==> config.mk <==
export PLATFORM = sky130hd
export DESIGN_NAME = base64_stream_encoder
export DESIGN_NICKNAME = d
export VERILOG_FILES = /design/src/design/b64e_pkg.sv /design/src/design/b64e_front.sv /design/src/design/b64e_queue.sv /design/src/design/b64e_back.sv /design/src/design/base64_stream_encoder.sv
export SDC_FILE = /design/constraint.sdc
export NUM_CORES = 1
export LEC_CHECK = 0
export BUFFER_PORTS_ARGS = -buffer_cell sky130_fd_sc_hd__buf_2
export CAP_MARGIN = 20
export CORE_ASPECT_RATIO = 1.2
export CORE_MARGIN = 4
export CORE_UTILIZATION = 55
export DETAILED_ROUTE_END_ITERATION = 7
export PLACE_DENSITY_LB_ADDON = 0.1
export SLEW_MARGIN = 20
export SYNTH_ARGS = -nofsm -noshare
export SYNTH_HDL_FRONTEND = slang
export SYNTH_SLANG_ARGS = --single-unit
==> constraint.sdc <==
create_clock -name clock -period 3.6 [get_ports clock]
set_input_delay 0.18 -clock clock [delete_from_list [all_inputs] [get_ports clock]]
set_output_delay 0.18 -clock clock [all_outputs]
set_load 0.05 [all_outputs]
==> src/design/b64e_pkg.sv <==
`default_nettype none
package b64e_pkg;

   localparam logic [7:0] PAD_CHAR    = 8'h3D;
   localparam logic [5:0] SEXTET_MASK = 6'h3F;

   // index of the closing character within a four character group
   localparam logic [1:0] LAST_POS = 2'd3;

   // one group of up to three bytes, msb byte first, missing bytes zero
   typedef struct packed {
      logic [23:0] bits;
      logic [1:0]  nbytes;
      logic        last;
   } group_type;

   function automatic logic [7:0] sextet_char(input logic [5:0] s);
      logic [7:0] c;
      c = 8'h00;
      case (s) inside
         [6'd0:6'd25]:  c = 8'd65 + {2'b00, s};
         [6'd26:6'd51]: c = 8'd97 + {2'b00, s} - 8'd26;
         [6'd52:6'd61]: c = 8'd48 + {2'b00, s} - 8'd52;
         6'd62:         c = 8'h2B;
         6'd63:         c = 8'h2F;
         default:       c = 8'h00;
      endcase
      return c;
   endfunction

endpackage
`default_nettype wire

==> src/design/b64e_front.sv <==
`default_nettype none
module b64e_front (
   input  wire logic                  clock,
   input  wire logic                  reset,
   input  wire logic                  req_valid,
   output logic                       req_ready,
   input  wire logic [7:0]            req_data_byte,
   input  wire logic                  req_final_byte,
   input  wire logic                  q_full,
   output logic                       q_push,
   output b64e_pkg::group_type        q_data
);

   logic [15:0] pend_ff, pend_in;
   logic [1:0]  count_ff, count_in;
   logic        accept;
   logic        closes;

   assign req_ready = !q_full;
   assign accept    = req_valid && req_ready;
   assign closes    = req_final_byte || (count_ff >= 2'd2);
   assign q_push    = accept && closes;

   always_comb begin
      q_data.last = req_final_byte;
      case (count_ff)
         2'd0: begin
            q_data.bits   = {req_data_byte, 16'h0000};
            q_data.nbytes = 2'd1;
         end
         2'd1: begin
            q_data.bits   = {pend_ff[7:0], req_data_byte, 8'h00};
            q_data.nbytes = 2'd2;
         end
         default: begin
            // a count of three cannot occur and acts as two
            q_data.bits   = {pend_ff, req_data_byte};
            q_data.nbytes = 2'd3;
         end
      endcase
   end

   always_comb begin
      pend_in  = pend_ff;
      count_in = count_ff;
      if (accept) begin
         if (closes) begin
            pend_in  = 16'h0000;
            count_in = 2'd0;
         end else begin
            pend_in  = {pend_ff[7:0], req_data_byte};
            count_in = count_ff + 2'd1;
         end
      end
   end

   always_ff @(posedge clock) begin
      if (reset) begin
         pend_ff  <= 16'h0000;
         count_ff <= 2'd0;
      end else begin
         pend_ff  <= pend_in;
         count_ff <= count_in;
      end
   end

endmodule
`default_nettype wire

==> src/design/b64e_queue.sv <==
`default_nettype none
module b64e_queue #(
   parameter int DEPTH = 2
) (
   input  wire logic                  clock,
   input  wire logic                  reset,
   input  wire logic                  push,
   input  wire b64e_pkg::group_type   push_data,
   output logic                       full,
   input  wire logic                  pop,
   output logic                       not_empty,
   output b64e_pkg::group_type        head
);

   localparam int PTR_W = (DEPTH > 1) ? $clog2(DEPTH) : 1;
   localparam int CNT_W = $clog2(DEPTH + 1);

   b64e_pkg::group_type slot_ff [DEPTH];
   logic [PTR_W-1:0] wptr_ff, wptr_in;
   logic [PTR_W-1:0] rptr_ff, rptr_in;
   logic [CNT_W-1:0] count_ff, count_in;
   logic             do_push;
   logic             do_pop;

   assign full      = (count_ff == CNT_W'(DEPTH));
   assign not_empty = (count_ff != '0);
   assign head      = slot_ff[rptr_ff];
   assign do_push   = push && !full;
   assign do_pop    = pop && not_empty;

   always_comb begin
      wptr_in  = wptr_ff;
      rptr_in  = rptr_ff;
      count_in = count_ff;
      if (do_push) begin
         wptr_in = (wptr_ff == PTR_W'(DEPTH - 1)) ? '0 : wptr_ff + PTR_W'(1);
      end
      if (do_pop) begin
         rptr_in = (rptr_ff == PTR_W'(DEPTH - 1)) ? '0 : rptr_ff + PTR_W'(1);
      end
      if (do_push && !do_pop) begin
         count_in = count_ff + CNT_W'(1);
      end else if (do_pop && !do_push) begin
         count_in = count_ff - CNT_W'(1);
      end
   end

   always_ff @(posedge clock) begin
      if (reset) begin
         wptr_ff  <= '0;
         rptr_ff  <= '0;
         count_ff <= '0;
      end else begin
         wptr_ff  <= wptr_in;
         rptr_ff  <= rptr_in;
         count_ff <= count_in;
      end
   end

   always_ff @(posedge clock) begin
      if (do_push) begin
         slot_ff[wptr_ff] <= push_data;
      end
   end

endmodule
`default_nettype wire

==> src/design/b64e_back.sv <==
`default_nettype none
module b64e_back (
   input  wire logic                  clock,
   input  wire logic                  reset,
   input  wire logic                  q_not_empty,
   input  wire b64e_pkg::group_type   q_head,
   output logic                       q_pop,
   output logic                       rsp_valid,
   input  wire logic                  rsp_ready,
   output logic [7:0]                 rsp_out_char,
   output logic                       rsp_group_end,
   output logic                       rsp_message_end
);

   b64e_pkg::group_type grp_ff, grp_in;
   logic [1:0] pos_ff, pos_in;
   logic       busy_ff, busy_in;
   logic       fire;
   logic       at_last;
   logic [5:0] sextet;
   logic       pad;

   assign rsp_valid = busy_ff;
   assign fire      = busy_ff && rsp_ready;
   assign at_last   = (pos_ff == b64e_pkg::LAST_POS);
   // next group loads as the closing character leaves, so queued groups run gapless
   assign q_pop     = q_not_empty && (!busy_ff || (fire && at_last));

   always_comb begin
      case (pos_ff)
         2'd0:    sextet = grp_ff.bits[23:18];
         2'd1:    sextet = grp_ff.bits[17:12];
         2'd2:    sextet = grp_ff.bits[11:6];
         default: sextet = grp_ff.bits[5:0];
      endcase
      sextet = sextet & b64e_pkg::SEXTET_MASK;
      pad = ((pos_ff == 2'd2) && (grp_ff.nbytes < 2'd2))
         || ((pos_ff == 2'd3) && (grp_ff.nbytes < 2'd3));
   end

   assign rsp_out_char    = pad ? b64e_pkg::PAD_CHAR : b64e_pkg::sextet_char(sextet);
   assign rsp_group_end   = at_last;
   assign rsp_message_end = at_last && grp_ff.last;

   always_comb begin
      grp_in  = grp_ff;
      pos_in  = pos_ff;
      busy_in = busy_ff;
      if (q_pop) begin
         grp_in  = q_head;
         pos_in  = 2'd0;
         busy_in = 1'b1;
      end else if (fire) begin
         if (at_last) begin
            busy_in = 1'b0;
            pos_in  = 2'd0;
         end else begin
            pos_in = pos_ff + 2'd1;
         end
      end
   end

   always_ff @(posedge clock) begin
      if (reset) begin
         busy_ff <= 1'b0;
         pos_ff  <= 2'd0;
      end else begin
         busy_ff <= busy_in;
         pos_ff  <= pos_in;
      end
   end

   always_ff @(posedge clock) begin
      grp_ff <= grp_in;
   end

   a_mend_closes_group: assert property (@(posedge clock) disable iff (reset)
      rsp_valid && rsp_message_end |-> rsp_group_end)
      else $error("message end off a group end");

   a_no_early_pad: assert property (@(posedge clock) disable iff (reset)
      rsp_valid && (pos_ff == 2'd0 || pos_ff == 2'd1) |-> rsp_out_char != b64e_pkg::PAD_CHAR)
      else $error("padding in a leading position");

   a_idle_when_drained: assert property (@(posedge clock) disable iff (reset)
      fire && at_last && !q_not_empty |=> !busy_ff)
      else $error("output stays busy with nothing queued");

   a_pos_only_busy: assert property (@(posedge clock) disable iff (reset)
      !busy_ff |-> pos_ff == 2'd0)
      else $error("character position moved while idle");

endmodule
`default_nettype wire

==> src/design/base64_stream_encoder.sv <==
`default_nettype none
// path: the first character of a group is offered once the group has passed through the group
// queue and the output group register
// throughput: one byte per cycle while the group queue has room, one character per cycle
// out while rsp_ready is high; the output port sets the rate: 4 characters per 3-byte group
// reset: synchronous active high, clears the pending bytes, the group queue and the output
// sequencer; no clearing pass, the block accepts bytes in the first cycle after reset
module base64_stream_encoder #(
   parameter int QUEUE_DEPTH = 2
) (
   input  wire logic        clock,
   input  wire logic        reset,
   input  wire logic        req_valid,
   output logic             req_ready,
   input  wire logic [7:0]  req_data_byte,
   input  wire logic        req_final_byte,
   output logic             rsp_valid,
   input  wire logic        rsp_ready,
   output logic [7:0]       rsp_out_char,
   output logic             rsp_group_end,
   output logic             rsp_message_end
);

   b64e_pkg::group_type push_data;
   b64e_pkg::group_type head;
   logic q_push;
   logic q_full;
   logic q_pop;
   logic q_not_empty;

   b64e_front u_front (
      .clock          (clock),
      .reset          (reset),
      .req_valid      (req_valid),
      .req_ready      (req_ready),
      .req_data_byte  (req_data_byte),
      .req_final_byte (req_final_byte),
      .q_full         (q_full),
      .q_push         (q_push),
      .q_data         (push_data)
   );

   b64e_queue #(
      .DEPTH (QUEUE_DEPTH)
   ) u_queue (
      .clock     (clock),
      .reset     (reset),
      .push      (q_push),
      .push_data (push_data),
      .full      (q_full),
      .pop       (q_pop),
      .not_empty (q_not_empty),
      .head      (head)
   );

   b64e_back u_back (
      .clock           (clock),
      .reset           (reset),
      .q_not_empty     (q_not_empty),
      .q_head          (head),
      .q_pop           (q_pop),
      .rsp_valid       (rsp_valid),
      .rsp_ready       (rsp_ready),
      .rsp_out_char    (rsp_out_char),
      .rsp_group_end   (rsp_group_end),
      .rsp_message_end (rsp_message_end)
   );

endmodule
`default_nettype wire

Word-level counts from Yosys, hierarchy flattened --
Memory sizes are Yosys's and may differ from the RTL's. A register that Yosys moved wholly into a read port is not among the register bits. Cells that the tools add are included.
Operators by class: magnitude comparators 9, equal/unequal tests 7, reductions and logical operators 30, add/sub/neg operators 11, mux-type cells 20
Operators with widths (number):
- $pmux W26 S2 | 1
- $mux W8 | 5
- $pmux W6 S3 | 1
- $add A7 B6 Y8 const A | 2
- $mux W16 | 1
- $logic_and A1 B1 Y1 | 15
- $eq A6 B6 Y1 const B | 2
- $le A6 B6 Y1 const B | 2
- $mux W2 | 4
- $reduce_bool A2 Y1 | 4
- $sub A8 B5 Y8 const B | 1
- $sub A8 B6 Y8 const B | 1
- $add A6 B6 Y7 const A | 1
- $mux W1 | 7
- $add A2 B1 Y2 const B | 3
- $eq A2 B2 Y1 const B | 3
- $ge A6 B1 Y1 const B | 1
- $ge A6 B5 Y1 const B | 1
- $ge A6 B6 Y1 const B | 1
- $le A6 B5 Y1 const B | 1
- $mux W6 | 1
- $eq A2 B1 Y1 const B | 2
- $logic_not A1 Y1 | 4
- $logic_not A2 Y1 | 2
- 7 further kinds | 11
Word-level totals: memories 1, output and inout port bits 12, RAM bits 54, logic and storage cells 85, input port bits 13, flip-flop bits (word level) 25
Memories:
- u_queue.slot_ff | words 2, bits a word 27, rd ports 1, clocked after memory_dff 1, wr ports 1, RTL line b64e_queue.sv:18 | b64e_pkg::group_type slot_ff [DEPTH];

Longest topological paths before layout --
word-level depth 9, depth in mapped cells 13, gate-level depth less buffers 12

Modules after synthesis --
From an unflattened synthesis, not the netlist that was laid out.
Second synthesis, totals: cell total of the unflattened synthesis 430, area, all modules 5063.6 µm²
Modules (own cells, without submodules):
- b64e_queue | sequential area each 1721.7 µm², cells an instance 109, instances 1, area each 2165.8 µm²
- b64e_back | sequential area each 870.8 µm², cells an instance 169, instances 1, area each 1843.0 µm²
- b64e_front | sequential area each 360.3 µm², cells an instance 152, instances 1, area each 1054.8 µm²

Least setup slack after synthesis --
Ideal clock, no wire load.
path type register -> output, start register u_back.pos_ff[0], end output rsp_out_char[5], path buffers 2, path slack -0.571 ns, required time 3.420 ns, arrival time 3.991 ns, cell stages (with the launch flop) 14, cell sequence dfxtp_1 ha_1 buf_2 buf_2 a21oi_1 a22o_2 inv_1 ha_1 nand2b_1 nand3_1 a211oi_2 a211o_1 a21oi_1 o31ai_1
Between the ends: elaborated cells on any way between the ends 30, those cells by class add/sub (5); order compare (6); eq/ne (5); mux (7); reduce/logical (7)
RTL lines:
- start: declaration | RTL line b64e_back.sv:16 | logic [1:0] pos_ff, pos_in;
- start signal: assignment | RTL line b64e_back.sv:69 | pos_ff <= pos_in;
- $eq A2 B2 Y1
- via rsp_group_end | RTL line base64_stream_encoder.sv:20 | output logic rsp_group_end,
- $logic_and A1 B1 Y1 | RTL line b64e_back.sv:38 | || ((pos_ff == 2'd3) && (grp_ff.nbytes < 2'd3));
- $logic_or A1 B1 Y1 | RTL line b64e_back.sv:38
- $mux W8 | RTL line b64e_back.sv:41 | assign rsp_out_char = pad ? b64e_pkg::PAD_CHAR : b64e_pkg::sextet_char(sextet);
- end: declaration | RTL line base64_stream_encoder.sv:19 | output logic [7:0] rsp_out_char,
The timed path passes the listed nets, and every way through them passes these cells.

Worst setup path after layout --
start register u_back.pos_ff[0], end output rsp_out_char[1]
Between the ends: cells in the longest elaborated chain, start to end 9, elaborated cells on any way between the ends 30, those cells by class add/sub (5); order compare (6); eq/ne (5); mux (7); reduce/logical (7)
Ends and longest elaborated chain (RTL line):
- parallel branches: the longest is 8 deep, another holds $sub A8 B6 Y8
- $mux W8 (*) | b64e_back.sv:41
Mark *: on every way between the ends.

==> impl_metrics.json <==
{
  "antenna_found_initial": 0,
  "grt_remaining_overflow": 0,
  "vias_per_cell": 5.59,
  "dp.final_hpwl_um": 6670,
  "clock_tree.buffer_depth": 2,
  "synth_nets": 445,
  "flow.area_growth_from_synthesis_pct": 13.1,
  "design_area_um2": 5610,
  "filler_instances": 716,
  "report.final.slew_viol_count": 0,
  "finalWirelength_um": 9340,
  "cts-hold-fix-buffers": 0,
  "max-slew-margin-rel": 0.492,
  "grt.met3_usage": 0.0449,
  "worst_setup_hold_path_clk_slew_ns": 0.09,
  "worst-endpoint-arrival_ns": 3.29,
  "final-seq-area_um2": 2940,
  "path_delay_family": "compound AO/OA/AOI/OAI gates",
  "wl_per_cell_um": 16.4,
  "ys_async_sr_fraction": 0,
  "synthesis.yosys.warnings": 0,
  "outcome": "completed",
  "row_count": 37,
  "kind_of_capture_point_of_the_worst_setup_path": "output pin",
  "top_library_cells_by_usage_in_the_layout_fill_and_taps_aside": "81 x edfxtp_1, 42 x nand2_1, 33 x nor2_1, 28 x mux2_2, 27 x a22oi_1",
  "leakage_nw": 1.98,
  "required_ns": 3.42,
  "post_synth_xor_area_fraction": 0.0124,
  "die_h_um": 112,
  "netlist-cell-type-count": 48,
  "worst-r2r-setup-slack_ns": 1.25,
  "peak_fanout_along_the_critical_path": 7,
  "cts_made_buffers": 9,
  "dr.first_iter.drc_count": 164,
  "hold_path_depth": 1,
  "busiest_layer": "met2",
  "grt_util_met1": 0.235,
  "largest_net_degree_at_the_start_of_global_routing": 31,
  "adder_cell_fraction_of_synth_area": 0.0454,
  "syn-cell-area_um2": 4960,
  "critical_path_buf_inv_count": 4,
  "pre_cts_slack_ns": 0.136,
  "grtUsageMet2": 0.320,
  "maxClockFrequency_mhz": 288,
  "ir_worst_vdd_uv": 335,
  "critical_path.reg2reg.endpoint": "u_queue.count_ff[1]",
  "timing_worst_slew_pin_value_ns": 0.762,
  "h-tree-depth": 3,
  "layout.core_utilization": 0.644,
  "multi_input_area_um2": 2030,
  "port_buffer_count": 24,
  "worst_r2r_startpoint": "u_queue.count_ff[0]",
  "cp-start-kind": "flop",
  "max-cap-violations": 0,
  "end_of_the_worst_hold_path": "u_queue.slot_ff[1][0]",
  "fin_nets": 477,
  "dpl_cell_area_um2": 5260,
  "initial_utilization": 0.570,
  "hold-worst-slack_ns": 0.0764,
  "library_cell_occupying_the_most_area_in_the_post_synthesis_netlist": "edfxtp_1",
  "clock_skew_ns": 0.0125,
  "timing.reg2reg.worst_path_depth": 6,
  "synth.avg_cell_area_um2": 12.0,
  "least_setup_slack_across_all_paths_after_layout_ns": 0.128,
  "die-width_um": 94.7,
  "firstDrtPassIters": 4,
  "criticalPathCategory": "flop to output pin",
  "synthesis.instances": 414,
  "power_density_nw_per_um2": 788,
  "clock-sinks": 106,
  "final_critical_path_required_period_ns": 3.47,
  "drive_above_1_share": 0.262,
  "synth.top_cell.area_share": 0.491,
  "timing_startpoint_of_the_critical_path": "u_back.pos_ff[0]",
  "postRouteAntennaNets": 0,
  "netlist_top_cells_area": "edfxtp_1 49%, dfxtp_1 10%, mux2_2 6.6%, ha_1 4.5%, a22oi_1 4.1%",
  "worst_hold_path_type": "input port to flop",
  "ios": 25,
  "setup_viol_count_final": 0,
  "most_frequent_standard_cell_in_the_layout_excluding_fill_and_tap_cells": "edfxtp_1",
  "min_from": "req_final_byte",
  "grt_usage": 0.189,
  "share_of_the_yosys_chip_area_belonging_to_registers": 0.591,
  "tritoncts_clock_tree": "done",
  "drt_drc_violations_left": 0,
  "fraction_of_the_mapped_netlist_area_in_simple_logic_gates": 0.126,
  "synth_compound_gate_area_share": 0.119,
  "hold_violations": 0,
  "synth_top_flop_cell": "edfxtp_1",
  "vias_in_the_first_global_route": 3115,
  "rsz_0062_raised_after_global_routing": "true",
  "std_cell_core_area_um2": 8700,
  "period_share": 0.964,
  "muxShareOfSynthArea": 0.0785,
  "synth_top_family_by_area": "simple AND/OR/NAND/NOR gates",
  "clock_tree.root_cell": "clkbuf_8",
  "vias": 3173,
  "die_outline_area_um2": 10600,
  "synth_edf_count": 81,
  "critical_path.max_stage_delay_ns": 0.37,
  "ys_ff_latch": 106,
  "global_route_wire_length_before_repair_um": 15400,
  "clock_insertion_delay_worst_skew_ns": 0.36,
  "number_of_inserted_diodes": 0,
  "timing.critical_path.slowest_stage_cell": "dfxtp_2",
  "globalplace.congestion": 0.870,
  "sequence_of_cells_on_the_critical_path": "inv_1 > ha_2 > a222oi_1 > mux2_4 > clkinvlp_4 > ha_1 > nand2b_1 > nand3_1 > a211oi_4 > buf_6 > a211o_1 > a21oi_2 > nor3_4 > buf_2"
}
where the power goes:
part / internal, mW / total, mW / switching, mW
Sequential: 1.59 / 1.67 / 0.0739
Combinational: 0.758 / 2.11 / 1.35
Clock: 0.294 / 0.645 / 0.351
worst max path at each step:
| stage | depth (start not counted) | endpoint |
|---|---|---|
| floorplan | 13 | rsp_out_char[5] |
| global placement | 9 | rsp_out_char[2] |
| detailed placement | 13 | rsp_out_char[5] |
| CTS | 13 | rsp_out_char[3] |
| global route | 11 | rsp_out_char[7] |
| finish | 14 | rsp_out_char[1] |
state kept, by name (all words and copies together) (netlist names):
signal and flops:
u_queue.count_ff 2, u_queue.wptr_ff 1, u_queue.rptr_ff 1, u_back.rsp_valid 1
u_front.pend_ff 16, u_back.grp_ff 27, u_front.count_ff 2, u_back.pos_ff 2
u_queue.slot_ff 54
cell type report:
type / instances / area share
Clock buffer: 14 / 0.0292
Clock inverter: 2 / 0.00223
Inverter: 16 / 0.0120
Multi-Input combinational cell: 274 / 0.362
Sequential cell: 106 / 0.523
Tap cell: 117 / 0.0261
Timing Repair Buffer: 39 / 0.0453
kinds of logic after synthesis:
group | count (synthesis)
and+or+nand+nor | 132
DFF | 106
muxes | 34
xor gates and xnor gates | 7
AOI/OAI and AO/OA | 83
buffers and inverters | 34
adders and majority gates | 18
per-layer routing:
layer / routed length, um / up-vias
li1: - / 1587
met1: 4010 / 1504
met2: 4780 / 62
met3: 294 / 20
met4: 250 / 0
met5: 0 / -
synthesized netlist by cell type, drive strengths merged (2+ instances only):
library cell  number
a211o              2
a21o               2
a21oi             19
a222oi             4
a22oi             27
a41oi              3
and2              11
and3               3
buf                6
clkbuf            12
dfxtp             25
edfxtp            81
ha                18
inv               15
mux2              30
mux2i              4
nand2             42
nand2b            11
nand3              8
nand4              2
nand4b             2
nor2              37
nor2b              2
nor3               9
nor4               4
o21ai             15
o22ai              2
xnor2              4
xor2               3
stage by stage:
step	TNS, ns	power (mW)	std cells
floorplan	-0.144	3.14	414
global placement	0	3.58	546
detailed placement	0	3.59	546
CTS	0	4.36	564
global route	-0.0474	4.70	568
finish	0	4.42	568
repair_timing:
item,CTS,global route
endpoints found under the setup margin,7,8
resized for setup,18,16
cloned,0,0
buffers inserted,2,4
pin swaps,2,4
No activity file was read; power rests on OpenSTA's default activity.
